===== config.mk =====
export PLATFORM = sky130hd
export DESIGN_NAME = arith_coder_interval_unit_flat
export DESIGN_NICKNAME = d
export VERILOG_FILES = /design/src/rtl/acu_pkg.sv /design/src/rtl/acu_if.sv /design/src/rtl/acu_datapath.sv /design/src/rtl/acu_ctrl.sv /design/src/rtl/arith_coder_interval_unit.sv /design/src/flat_wrapper.sv
export SDC_FILE = /design/constraint.sdc
export NUM_CORES = 2
export LEC_CHECK = 0
export ABC_AREA = 1
export BUFFER_PORTS_ARGS = -buffer_cell sky130_fd_sc_hd__clkbuf_2
export CAP_MARGIN = 20
export CELL_PAD_IN_SITES_DETAIL_PLACEMENT = 0
export CELL_PAD_IN_SITES_GLOBAL_PLACEMENT = 1
export CORE_MARGIN = 1
export CORE_UTILIZATION = 46
export CTS_CLUSTER_DIAMETER = 30
export CTS_CLUSTER_SIZE = 14
export DETAILED_ROUTE_END_ITERATION = 10
export PLACE_DENSITY_LB_ADDON = 0.25
export RECOVER_POWER = 25
export SLEW_MARGIN = 20
export SYNTH_ARGS = -nofsm -noshare
export SYNTH_HDL_FRONTEND = slang
export SYNTH_SLANG_ARGS = --single-unit
export TNS_END_PERCENT = 30

===== constraint.sdc =====
create_clock -name clk -period 9.7 [get_ports clk]
set_clock_uncertainty 0.1 [all_clocks]
set_input_delay 0.485 -clock clk [delete_from_list [all_inputs] [get_ports clk]]
set_output_delay 0.485 -clock clk [all_outputs]
set_load 0.05 [all_outputs]

===== src/rtl/acu_pkg.sv =====
`timescale 1ns / 1ps
// ---------------------------------------------------------------------------
// acu_pkg: shared types for the interval unit
// Operation codes, result codes and controller/datapath command structs.
// ---------------------------------------------------------------------------
package acu_pkg;

  localparam logic [1:0] MODE_UPDATE  = 2'd0;
  localparam logic [1:0] MODE_NORM    = 2'd1;
  localparam logic [1:0] MODE_DESCALE = 2'd2;
  localparam logic [1:0] MODE_RSVD    = 2'd3;  // unused, result all zeros

  localparam logic [1:0] ST_OK       = 2'd0;
  localparam logic [1:0] ST_NOT_NORM = 2'd1;
  localparam logic [1:0] ST_BAD_SYM  = 2'd2;
  localparam logic [1:0] ST_OUTSIDE  = 2'd3;

  localparam int unsigned MIN_SYMBOL_RANGE = 3;

  // datapath op selects
  localparam logic [2:0] OP_NONE    = 3'd0;
  localparam logic [2:0] OP_LOAD    = 3'd1;  // capture item, check
  localparam logic [2:0] OP_MUL_T   = 3'd2;  // shift-add step, product for t
  localparam logic [2:0] OP_MUL_E   = 3'd3;  // shift-add step, product for end
  localparam logic [2:0] OP_DIV     = 3'd4;  // one quotient bit
  localparam logic [2:0] OP_FINISH  = 3'd5;  // commit state, form result
  localparam logic [2:0] OP_SWAP    = 3'd6;  // latch t, set up end product

  typedef struct packed {
    logic [2:0] op;
  } acu_cmd_t;

  typedef struct packed {
    logic [1:0] mode;
    logic       err;      // check failed at load
    logic       bypass;   // descale with all-ones range
  } acu_sts_t;

endpackage


===== src/rtl/acu_if.sv =====
`timescale 1ns / 1ps
// ---------------------------------------------------------------------------
// acu_in_if / acu_out_if: valid/ready channels
// Input item and result item channels of the interval unit.
// ---------------------------------------------------------------------------
interface acu_in_if #(parameter int WORD_BITS = 64);
  logic                 valid;
  logic                 ready;
  logic [1:0]           mode;
  logic [WORD_BITS-1:0] symbol_base;
  logic [WORD_BITS-1:0] symbol_range;
  logic [WORD_BITS-1:0] probe_value;
  modport source (output valid, mode, symbol_base, symbol_range, probe_value, input ready);
  modport sink   (input valid, mode, symbol_base, symbol_range, probe_value, output ready);
endinterface

interface acu_out_if #(parameter int WORD_BITS = 64);
  logic                 valid;
  logic                 ready;
  logic [1:0]           status;
  logic                 carry;
  logic [WORD_BITS-1:0] emitted_bits;
  logic [6:0]           shift_count;
  logic [WORD_BITS-1:0] descaled_value;
  modport source (output valid, status, carry, emitted_bits, shift_count, descaled_value,
                  input ready);
  modport sink   (input valid, status, carry, emitted_bits, shift_count, descaled_value,
                  output ready);
endinterface


===== src/rtl/acu_datapath.sv =====
`timescale 1ns / 1ps
// ---------------------------------------------------------------------------
// acu_datapath: interval registers and shared shift-add / divide unit
// Holds base and range, runs bit-serial multiply and restoring division.
// ---------------------------------------------------------------------------
module acu_datapath #(
  parameter int WORD_BITS = 64
) (
  input  logic                      clk,
  input  logic                      rst_n,
  input  acu_pkg::acu_cmd_t         cmd,
  output acu_pkg::acu_sts_t         sts,
  input  logic [1:0]                mode,
  input  logic [WORD_BITS-1:0]      symbol_base,
  input  logic [WORD_BITS-1:0]      symbol_range,
  input  logic [WORD_BITS-1:0]      probe_value,
  output logic [1:0]                res_status,
  output logic                      res_carry,
  output logic [WORD_BITS-1:0]      res_emitted,
  output logic [6:0]                res_shift,
  output logic [WORD_BITS-1:0]      res_desc
);
  import acu_pkg::*;

  localparam int W = WORD_BITS;
  localparam int CW = $clog2(W + 1);

  logic [W-1:0] base_r, base_nxt, range_r, range_nxt;
  logic [W-1:0] a_r, a_nxt;          // multiplicand / remainder
  logic [W-1:0] b_r, b_nxt;          // multiplier bits / quotient
  logic [W:0]   acc_hi_r, acc_hi_nxt; // product high part
  logic [W-1:0] t_r, t_nxt;
  logic [1:0]   mode_r, mode_nxt;
  logic         err_r, err_nxt, byp_r, byp_nxt;
  logic [1:0]   st_r, st_nxt;

  logic [W-1:0] se, d, rsh, base_sh, range_sh;
  logic [CW-1:0] lz;
  logic         normed, sym_bad;
  logic [W:0]   rp1;     // range + 1
  logic [W+1:0] psum;
  logic [W:0]   rem2, rdiff;

  assign rp1    = {1'b0, range_r} + {{W{1'b0}}, 1'b1};
  assign normed = range_r[W-1];
  assign se     = symbol_base + symbol_range;
  assign sym_bad = (symbol_range < W'(MIN_SYMBOL_RANGE)) || (se < symbol_base);
  assign d      = probe_value - base_r;

  always_comb begin
    lz = CW'(W);
    for (int i = 0; i < W; i++) begin
      if (range_r[i]) lz = CW'(W - 1 - i);
    end
  end
  assign base_sh  = base_r << lz;
  assign rsh      = ~({W{1'b1}} << lz);
  assign range_sh = (range_r << lz) | rsh;

  // one multiply step: acc = (acc + (b0 ? rp1 : 0)) >> 1, lsb dropped, b shifts right
  assign psum  = {1'b0, acc_hi_r} + (b_r[0] ? {1'b0, rp1} : '0);
  // one divide step on remainder a, divisor rp1 (< 2^W)
  assign rem2  = {a_r, 1'b0};
  assign rdiff = rem2 - rp1;

  always_comb begin
    base_nxt = base_r; range_nxt = range_r; a_nxt = a_r; b_nxt = b_r;
    acc_hi_nxt = acc_hi_r; t_nxt = t_r; mode_nxt = mode_r; err_nxt = err_r;
    byp_nxt = byp_r; st_nxt = st_r;
    unique case (cmd.op)
      OP_LOAD: begin
        mode_nxt = mode; err_nxt = 1'b0; byp_nxt = 1'b0; st_nxt = ST_OK;
        acc_hi_nxt = '0;
        if (mode == MODE_UPDATE) begin
          b_nxt = symbol_base; a_nxt = se;
          if (!normed) begin err_nxt = 1'b1; st_nxt = ST_NOT_NORM; end
          else if (sym_bad) begin err_nxt = 1'b1; st_nxt = ST_BAD_SYM; end
        end else if (mode == MODE_DESCALE) begin
          a_nxt = d; b_nxt = '0;
          byp_nxt = &range_r;
          if (!normed) begin err_nxt = 1'b1; st_nxt = ST_NOT_NORM; end
          else if (d > range_r) begin err_nxt = 1'b1; st_nxt = ST_OUTSIDE; end
        end
      end
      OP_MUL_T, OP_MUL_E: begin
        // low product bits leave via the bottom; sticky for ceil kept in t_r[0]
        if (cmd.op == OP_MUL_T && psum[0]) t_nxt = {{(W-1){1'b0}}, 1'b1};
        acc_hi_nxt = psum[W+1:1];
        b_nxt = b_r >> 1;
      end
      OP_SWAP: begin
        // t = high + sticky; end product (se+1)*rp1 starts with rp1 preloaded
        t_nxt = acc_hi_r[W-1:0] + t_r;
        b_nxt = a_r; a_nxt = '0; acc_hi_nxt = rp1;
      end
      OP_DIV: begin
        if (rem2 >= rp1) begin
          a_nxt = rdiff[W-1:0]; b_nxt = {b_r[W-2:0], 1'b1};
        end else begin
          a_nxt = rem2[W-1:0]; b_nxt = {b_r[W-2:0], 1'b0};
        end
      end
      OP_FINISH: ;
      default: ;
    endcase
  end

  // finish terms
  logic [W-1:0] nb, nr;
  assign nb = base_r + t_r;
  assign nr = acc_hi_r[W-1:0] - t_r - {{(W-1){1'b0}}, 1'b1};

  always_ff @(posedge clk) begin
    if (!rst_n) begin
      base_r <= '0; range_r <= '1;
    end else if (cmd.op == OP_FINISH && !err_r) begin
      unique case (mode_r)
        MODE_UPDATE: begin base_r <= nb; range_r <= nr; end
        MODE_NORM: begin
          if (range_r == '0) begin base_r <= '0; range_r <= '1; end
          else begin base_r <= base_sh; range_r <= range_sh; end
        end
        default: ;
      endcase
    end
    if (cmd.op == OP_LOAD) t_r <= '0; else t_r <= t_nxt;
    a_r <= a_nxt; b_r <= b_nxt; acc_hi_r <= acc_hi_nxt;
    mode_r <= mode_nxt; err_r <= err_nxt; byp_r <= byp_nxt; st_r <= st_nxt;
    if (cmd.op == OP_FINISH) begin
      res_status <= st_r; res_carry <= 1'b0; res_emitted <= '0;
      res_shift <= '0; res_desc <= '0;
      if (!err_r) begin
        unique case (mode_r)
          MODE_UPDATE: res_carry <= (nb < t_r);
          MODE_NORM: begin
            res_emitted <= base_r;
            res_shift <= (range_r == '0) ? 7'(W) : 7'(lz);
          end
          // round up when the remainder reaches half a word
          MODE_DESCALE: res_desc <= byp_r ? a_r :
                                    (b_r + {{(W-1){1'b0}}, a_r[W-1]});
          default: ;
        endcase
      end
    end
  end

  assign sts.mode = mode_r;
  assign sts.err = err_r;
  assign sts.bypass = byp_r;
endmodule


===== src/rtl/acu_ctrl.sv =====
`timescale 1ns / 1ps
// ---------------------------------------------------------------------------
// acu_ctrl: sequencer for the interval unit
// Issues load, multiply, divide and finish commands; owns the handshake.
// ---------------------------------------------------------------------------
module acu_ctrl #(
  parameter int WORD_BITS = 64
) (
  input  logic              clk,
  input  logic              rst_n,
  input  logic              in_valid,
  output logic              in_ready,
  output logic              out_valid,
  input  logic              out_ready,
  output acu_pkg::acu_cmd_t cmd,
  input  acu_pkg::acu_sts_t sts
);
  import acu_pkg::*;

  localparam int CW = $clog2(WORD_BITS + 1);
  localparam logic [2:0] S_IDLE = 3'd0, S_CHECK = 3'd1, S_MT = 3'd2, S_SW = 3'd3,
                         S_ME = 3'd4, S_DIV = 3'd5, S_FIN = 3'd6, S_OUT = 3'd7;

  logic [2:0]    state_r, state_nxt;
  logic [CW-1:0] cnt_r, cnt_nxt;

  assign in_ready  = (state_r == S_IDLE);
  assign out_valid = (state_r == S_OUT);

  always_comb begin
    state_nxt = state_r; cnt_nxt = cnt_r; cmd.op = OP_NONE;
    unique case (state_r)
      S_IDLE: if (in_valid) begin cmd.op = OP_LOAD; state_nxt = S_CHECK; end
      S_CHECK: begin
        cnt_nxt = '0;
        if (sts.err || sts.mode == MODE_NORM || sts.bypass ||
            sts.mode == MODE_RSVD) state_nxt = S_FIN;
        else if (sts.mode == MODE_UPDATE) state_nxt = S_MT;
        else state_nxt = S_DIV;
      end
      S_MT: begin
        cmd.op = OP_MUL_T; cnt_nxt = cnt_r + 1'b1;
        if (cnt_r == CW'(WORD_BITS - 1)) state_nxt = S_SW;
      end
      S_SW: begin cmd.op = OP_SWAP; cnt_nxt = '0; state_nxt = S_ME; end
      S_ME: begin
        cmd.op = OP_MUL_E; cnt_nxt = cnt_r + 1'b1;
        if (cnt_r == CW'(WORD_BITS - 1)) state_nxt = S_FIN;
      end
      S_DIV: begin
        cmd.op = OP_DIV; cnt_nxt = cnt_r + 1'b1;
        if (cnt_r == CW'(WORD_BITS - 1)) state_nxt = S_FIN;
      end
      S_FIN: begin cmd.op = OP_FINISH; state_nxt = S_OUT; end
      S_OUT: if (out_ready) state_nxt = S_IDLE;
      default: state_nxt = S_IDLE;
    endcase
  end

  always_ff @(posedge clk) begin
    if (!rst_n) begin state_r <= S_IDLE; cnt_r <= '0; end
    else begin state_r <= state_nxt; cnt_r <= cnt_nxt; end
  end
endmodule


===== src/rtl/arith_coder_interval_unit.sv =====
`timescale 1ns / 1ps
// ---------------------------------------------------------------------------
// arith_coder_interval_unit: arithmetic-coder interval keeper
// Update, normalize and descale on a base/range interval.
// ---------------------------------------------------------------------------
// channel | dir | carries
// in_*    | in  | mode, symbol_base, symbol_range, probe_value
// out_*   | out | status, carry, emitted_bits, shift_count, descaled_value
//
// Steps: normalize, errors, the unused mode and the all-ones descale skip the
// serial steps; update runs two bit-serial shift-add products of (range+1),
// descale a restoring divider, one quotient bit a cycle. One item at a time.
// Reset: synchronous, base 0 and range all ones.
// Stalls: a result waits in the output register until taken.
// ---------------------------------------------------------------------------
module arith_coder_interval_unit #(
  parameter int WORD_BITS = 64
) (
  input  logic clk,
  input  logic rst_n,
  acu_in_if.sink    in_ch,
  acu_out_if.source out_ch
);
  import acu_pkg::*;

  acu_cmd_t cmd;
  acu_sts_t sts;

  acu_ctrl #(.WORD_BITS(WORD_BITS)) u_ctrl (
    .clk, .rst_n,
    .in_valid(in_ch.valid), .in_ready(in_ch.ready),
    .out_valid(out_ch.valid), .out_ready(out_ch.ready),
    .cmd, .sts
  );

  acu_datapath #(.WORD_BITS(WORD_BITS)) u_dp (
    .clk, .rst_n, .cmd, .sts,
    .mode(in_ch.mode), .symbol_base(in_ch.symbol_base),
    .symbol_range(in_ch.symbol_range), .probe_value(in_ch.probe_value),
    .res_status(out_ch.status), .res_carry(out_ch.carry),
    .res_emitted(out_ch.emitted_bits), .res_shift(out_ch.shift_count),
    .res_desc(out_ch.descaled_value)
  );

  // no new item while a result is pending
  a_excl: assert property (@(posedge clk) disable iff (!rst_n)
    !(in_ch.ready && out_ch.valid)) else $error("ready during result");
  // a result is followed by idle once taken
  a_ret: assert property (@(posedge clk) disable iff (!rst_n)
    out_ch.valid && out_ch.ready |=> in_ch.ready) else $error("no return to idle");
  // accepted item yields no immediate result
  a_lat: assert property (@(posedge clk) disable iff (!rst_n)
    in_ch.valid && in_ch.ready |=> !out_ch.valid) else $error("early result");
endmodule


===== src/flat_wrapper.sv =====
// flat-port wrapper written by rule: the top's interface ports become plain ports
module arith_coder_interval_unit_flat import acu_pkg::*;
#(
  parameter int WORD_BITS = 64
)
  (clk, rst_n, in_ch_valid, in_ch_mode, in_ch_symbol_base, in_ch_symbol_range, in_ch_probe_value, in_ch_ready, out_ch_valid, out_ch_status, out_ch_carry, out_ch_emitted_bits, out_ch_shift_count, out_ch_descaled_value, out_ch_ready);
  acu_in_if #(.WORD_BITS(WORD_BITS)) in_ch_i ();
  acu_out_if #(.WORD_BITS(WORD_BITS)) out_ch_i ();
  input  logic clk;
  input  logic rst_n;
  input wire logic [$bits(in_ch_i.valid)-1:0] in_ch_valid;
  input wire logic [$bits(in_ch_i.mode)-1:0] in_ch_mode;
  input wire logic [$bits(in_ch_i.symbol_base)-1:0] in_ch_symbol_base;
  input wire logic [$bits(in_ch_i.symbol_range)-1:0] in_ch_symbol_range;
  input wire logic [$bits(in_ch_i.probe_value)-1:0] in_ch_probe_value;
  output wire logic [$bits(in_ch_i.ready)-1:0] in_ch_ready;
  output wire logic [$bits(out_ch_i.valid)-1:0] out_ch_valid;
  output wire logic [$bits(out_ch_i.status)-1:0] out_ch_status;
  output wire logic [$bits(out_ch_i.carry)-1:0] out_ch_carry;
  output wire logic [$bits(out_ch_i.emitted_bits)-1:0] out_ch_emitted_bits;
  output wire logic [$bits(out_ch_i.shift_count)-1:0] out_ch_shift_count;
  output wire logic [$bits(out_ch_i.descaled_value)-1:0] out_ch_descaled_value;
  input wire logic [$bits(out_ch_i.ready)-1:0] out_ch_ready;
  assign in_ch_i.valid = in_ch_valid;
  assign in_ch_i.mode = in_ch_mode;
  assign in_ch_i.symbol_base = in_ch_symbol_base;
  assign in_ch_i.symbol_range = in_ch_symbol_range;
  assign in_ch_i.probe_value = in_ch_probe_value;
  assign in_ch_ready = in_ch_i.ready;
  assign out_ch_valid = out_ch_i.valid;
  assign out_ch_status = out_ch_i.status;
  assign out_ch_carry = out_ch_i.carry;
  assign out_ch_emitted_bits = out_ch_i.emitted_bits;
  assign out_ch_shift_count = out_ch_i.shift_count;
  assign out_ch_descaled_value = out_ch_i.descaled_value;
  assign out_ch_i.ready = out_ch_ready;
  arith_coder_interval_unit #(.WORD_BITS(WORD_BITS)) u_core (.clk(clk), .rst_n(rst_n), .in_ch(in_ch_i), .out_ch(out_ch_i));
endmodule

# Yosys cells after proc, flatten, opt, wreduce, memory -nomap -nowiden

Index checks and enable logic that the tools add are counted.

Bits in latches: 0
Register bits: 539
Memory bits (read-only): 0
Memories: 0
Bits in writable memories: 0

Div/mod/pow operators: 0
Muxes and demuxes: 104
$lt $le $gt $ge: 5
Add/subtract/negate cells: 11
Bitwise operators: 6
Eq/ne operators: 24
Reductions and logical operators: 32
Multiply operators: 0
Shift operators: 3

Operator list:

| operator                                                                      | count |
|---|---|
| 64-bit two-way mux                                                            | 9 |
| 7-bit two-way mux                                                             | 65 |
| 64-bit one-hot mux with 2 select lines                                        | 3 |
| 64-bit one-hot mux with 4 select lines                                        | 1 |
| 65-bit one-hot mux with 3 select lines                                        | 1 |
| 64-bit adder                                                                  | 3 |
| 64-bit one-hot mux with 3 select lines                                        | 1 |
| 64-bit subtractor                                                             | 3 |
| 64-bit less-than comparator                                                   | 2 |
| 64-bit by 7-bit left shift with 64-bit output                                 | 2 |
| 65-bit by 65-bit adder with 66-bit output                                     | 1 |
| 64-bit by 1-bit adder with 65-bit output, second input constant               | 1 |
| 65-bit greater-or-equal comparator                                            | 1 |
| 65-bit two-way mux                                                            | 1 |
| 64-bit by 1-bit adder with 64-bit output                                      | 1 |
| 64-bit > comparator                                                           | 1 |
| 64-bit logical NOT                                                            | 1 |
| 64-bit by 2-bit less-than comparator with 1-bit output, second input constant | 1 |
| 64-bit NOT                                                                    | 1 |
| 64-bit OR                                                                     | 1 |
| 64-bit AND reduction                                                          | 1 |
| 64-bit by 7-bit left shift with 64-bit output, first input constant           | 1 |
| 64-bit by 1-bit subtractor with 64-bit output, second input constant          | 1 |
| 3-bit equality test, second input constant                                    | 7 |
| 28 further kinds                                                              | 75 |

# Longest topological paths before layout

Word-level depth: 69
Gate-level depth with buffers: 79
Gate-level depth less buffers: 77

# Modules after synthesis

From an unflattened synthesis, not the netlist that was laid out.

Cells, all modules: 8965
Area total of the unflattened synthesis: 59986.3 um^2

Modules (own cells, without submodules):

| module       | area each (um^2) | sequential area each (um^2) | cells each | instances |
|---|---|---|---|---|
| acu_datapath | 59335.7          | 13963.4                     | 8860       | 1 |
| acu_ctrl     | 650.6            | 200.2                       | 105        | 1 |

# Worst setup path before layout

No wires, ideal clock.

Path type: register -> register
Start point: register u_core.u_ctrl.state_r[2]
End point: register u_core.u_dp.res_carry, enable pin
Cell stages (with the launch flop): 3
Setup slack: 2.686 ns
Path buffers: 0
Data required time: 8.962 ns
Arrival: 6.276 ns
Cell sequence: dfxtp_1 -> inv_1 -> nor2_1

Cells in the longest elaborated chain, start to end: 3

Ends and longest elaborated chain:

| item                                              | line                | source |
|---|---|---|
| start, declared                                   | acu_ctrl.sv:24      | `logic [2:0] state_r, state_nxt;` |
| start signal, assigned                            | acu_ctrl.sv:62      | `else begin state_r <= state_nxt; cnt_r <= cnt_nxt; end` |
| 3-bit equality test, or another cell as far along | acu_ctrl.sv:32      | `unique case (state_r)` |
| 3-bit one-hot mux with 6 select lines *           | acu_ctrl.sv:32      |  |
| 3-bit equality test *                             | acu_datapath.sv:129 | `if (cmd.op == OP_FINISH) begin` |
| end signal, assigned                              | acu_datapath.sv:134 | `MODE_UPDATE: res_carry <= (nb < t_r);` |
| end, declared                                     | acu_datapath.sv:18  | `output logic res_carry,` |

Every way passes the cells marked *; elsewhere a longest branch is shown, timed or not.
A chain may end at the register's enable or synchronous reset.

# Worst setup path after layout

Start point: register u_core.u_ctrl.state_r[0]
End point: register u_core.u_dp.b_r[4], enable pin

Cells in the longest elaborated chain, start to end: 6

Ends and longest elaborated chain:

| item                                              | line                | source |
|---|---|---|
| 3-bit equality test, or another cell as far along | acu_ctrl.sv:32      |  |
| 3-bit one-hot mux with 6 select lines *           | acu_ctrl.sv:32      |  |
| 3-bit by 2-bit equality test with 1-bit output    | acu_datapath.sv:70  | `unique case (cmd.op)` |
| 2-bit OR reduction                                | acu_datapath.sv:70  |  |
| 4-bit nonzero test (no line)                      | --                  |  |
| 2-bit AND reduction (no line) *                   | --                  |  |
| end signal, assigned                              | acu_datapath.sv:127 | `a_r <= a_nxt; b_r <= b_nxt; acc_hi_r <= acc_hi_nxt;` |
| end, declared                                     | acu_datapath.sv:30  | `logic [W-1:0] b_r, b_nxt;` |

Marked as above.

==> results by group <==
Run status
  • Outcome: finished, violations left
  • Failing checks: max-capacitance violations, max-slew violations

Place
  • Detailed Place HPWL: between 200000 and 250000 um
  • Final RePlAce weighted congestion: 1.048
  • IO Port Bufs: ~340
  • Dpl cells: 10.51k

Setup path
  • Crit path buf inv count: 4
  • Type of origin of the critical path: flop
  • Cell Chain, Critical Path: nand2_1 -> nor2_4 -> clkbuf_1 -> clkinvlp_2 -> clkbuf_1 -> a31oi_1 -> buf_4
  • Arr. time, crit path: 9880 ps
  • Critical Path Most Common Cell: clkbuf_1
  • Setup CP Type: reg -> reg
  • Critical path's slowest cell: clkbuf_1
  • CP top delay family: buffers and inverters
  • Slowest stage delay, CP: between 4000 and 5000 ps
  • CP max FO: around 120
  • Worst path required time: 10020 ps
  • CP endpoint kind: flop

Power
  • Leak pwr: 31.93 nW
  • Gate power share: 0.595
  • Sequential power share: 0.171
  • Pint: around 0.012 W
  • Power Dens Cells: 363.3 nW/um^2
  • Clock power frac: 0.234
  • Psw: 0.01279 W
  • Worst VDD drop: 0.0002805 V
  • Net Sw Frac: 0.5139

Timing
  • Final setup violation count: 0
  • Final worst-path cycle share: 0.9853
  • Slew Viols, Final: between 300 and 400
  • Final Hold Fails: 0
  • RSZ-0062 raised after global routing: no
  • Min Clock Period, post-route: 9558 ps
  • Slew @ Worst Pin: 6434 ps
  • F_max: 0.1046 GHz
  • Setup tns final: 0 ps
  • Slew HR: -3.289

Clock tree
  • CTS tree: done
  • Clock slew at reported path FFs: 40 ps
  • H-tree depth: 4
  • Num CTS Buffers: 169
  • Clock root cell: clkbuf_16
  • Worst-Skew Late Latency: slightly above 800 ps
  • Clock Sinks: ~540
  • Maximum clock path buffer count: 3

Logic synthesis
  • Number of distinct library cells after synthesis: 79
  • Synth Cell Area: 59390 sq um
  • Main synth FF type: edfxtp_1
  • Largest cells by area after synthesis: edfxtp_1, ha_1, nand2_1
  • Dominant cell by count in the synthesized netlist: nand2_1
  • EDFF count, synth: ~340
  • Cell taking the most area after synthesis: edfxtp_1
  • Synth top cells by count: nand2_1, inv_1, a21oi_1
  • Top-area cell type share of the netlist area: 0.1704
  • Mapped Avg Cell Area: 6.752 sq um
  • Ys Warns: 0
  • Sequential share of the synthesized area: 0.2385
  • Synth Net Count: 9639
  • Mapped Cells: 8796
  • Async SR Flop Fraction: 0
  • Synth Register Bits: 539

Die
  • Row count: 131
  • Initial Utilization: 0.4645
  • Num ports: 338
  • Core area: 127800 sq um
  • Die Height: about 360 um
  • Die area: 130500 sq um
  • Die X: ~360 um

Finish
  • Layout Cells excl Fill: 10.88k
  • Post-layout util: 0.5358
  • Share of layout cells above drive strength 1: 0.08400
  • Area grow syn2layout: 15.35%
  • Final nets: 9914

Global route
  • First-pass GRT wire length: 390400 um
  • Initial antenna violation count: 11
  • Overall global routing resource usage: 0.3967
  • Number of global-route vias before repair: between 60k and 70k
  • Overflow after GRT: 0
  • Largest net degree at the start of global routing: 118

Min path
  • Hold WC Path Type: in -> reg

Drt
  • Post-Route WL: between 200000 and 300000 um
  • Vias per cell: between 6 and 7
  • Avg WL per Cell: approximately 25 um
  • Via count: 66.02k
  • Initial drt markers: 7928
  • Final ANT Viol Nets: 0
  • DRC: 0
  • Drt first pass iters: 6

Flow run
  • MaxCap Viol Count: 8
cell type report:
type                    count  area [sq um]
repair inverters            1         7.507
clock inverters           107          1476
well taps                1662          2079
clock buffers             207          4506
flip-flops and latches    539         14160
multi-input cells        6884         39820
diodes                      5         12.51
repair buffers            466          2638
fillers                 12800         59340
inverters                1010          3802
power by group through the flow:
| stage | Sequential [W] | Combinational [W] | Clock [W] |
|---|---|---|---|
| floorplan | 0.00407 | 0.0103 | 0 |
| global placement | 0.00420 | 0.0142 | 0 |
| detailed placement | 0.00421 | 0.0143 | 0 |
| CTS | 0.00418 | 0.0144 | 0.00584 |
| global route | 0.00429 | 0.0162 | 0.00596 |
| finish | 0.00425 | 0.0148 | 0.00581 |
worst min-delay path: cells and delay by family:
| family | cells | cell delay, ps |
|---|---|---|
| AO/OA/AOI/OAI | 1 | 160 |
| buffers and inverters | 2 | 140 |
flip-flops by register name, indices dropped and copies added (netlist names), 3 cells and up:
name	cells
u_core.u_dp.res_desc	64
u_core.u_dp.acc_hi_r	65
u_core.u_ctrl.cnt_r	7
u_core.u_dp.res_shift	7
u_core.u_dp.a_r	64
u_core.u_dp.b_r	64
u_core.u_dp.range_nxt	64
u_core.u_dp.base_nxt	64
u_core.u_dp.res_emitted	64
u_core.u_ctrl.state_r	3
u_core.u_dp.t_r	64
cells in the final DEF (no fill, tap or decap), types with 79 or more instances in the layout:
cell and instances:
a21oi_1 950, clkbuf_1 176, clkbuf_16 172, clkbuf_2 197
dfxtp_1 202, edfxtp_1 337, ha_1 639, inv_1 962
nand2_1 1862, nand3_1 683, nand4_1 79, nor2_1 616
nor3_1 99, o211ai_1 86, o21ai_0 737, o22ai_1 113
xnor2_1 91, xor2_1 294
timing repair:
action                     in CTS  in global routing
setup buffers                   0                  0
hold endpoints to repair       55                  0
setup endpoints to repair       0                  3
resized for setup               0                  4
hold buffers                   55                  0
per-layer routing:
| metal | part of all wire | wire length, um | global-route usage |
|---|---|---|---|
| met1 | 0.44 | 118000 | 0.5599 |
| met2 | 0.41 | 109800 | 0.5765 |
| met3 | 0.10 | 26830 | 0.07489 |
| met5 | 0.00022 | 60 | 0 |
| met4 | 0.051 | 13620 | 0.1908 |
metrics by stage:
stage          hold WS [ps]  total power [W]  setup WS, ps  area, sq um
2_1_floorplan         300.3          0.01437          2686        59390
3_3_place_gp          331.9          0.01845          1144        62200
3_5_place_dp          328.1          0.01846          1043        62200
4_1_cts              0.5654          0.02441         976.0        68740
5_1_grt               49.63          0.02645         88.63        68500
6_report              27.51          0.02489         142.3        68510
path summary, 6_finish.rpt:
| path | cells after the start | startpoint | slack, ps | to |
|---|---|---|---|---|
| setup reg to reg | 7 | u_core.u_ctrl.state_r[0]$_SDFFE_PN0P_ | 140 | u_core.u_dp.b_r[4]$_DFFE_PP_ |
| hold / removal | 3 | in_ch_symbol_base[61] | 30 | u_core.u_dp.b_r[61]$_DFFE_PP_ |
| setup / recovery | 7 | u_core.u_ctrl.state_r[0]$_SDFFE_PN0P_ | 140 | u_core.u_dp.b_r[4]$_DFFE_PP_ |
| hold reg to reg | 0 | u_core.u_dp.st_r[1]$_DFFE_PP_ | 330 | u_core.u_dp.res_status[1]$_DFFE_PN_ |
cell families after synthesis:
kind of cell | count (synthesis) | synth area share
xor gates and xnor gates | 385 | 0.05678
and+or+nand+nor | 3508 | 0.2491
adders and majority gates | 645 | 0.1366
muxes | 4 | 0.0006742
AOI/OAI and AO/OA | 2342 | 0.2252
DFF | 539 | 0.2385
buffers and inverters | 1373 | 0.09312
Note: power is estimated with default switching activity, not from simulation.
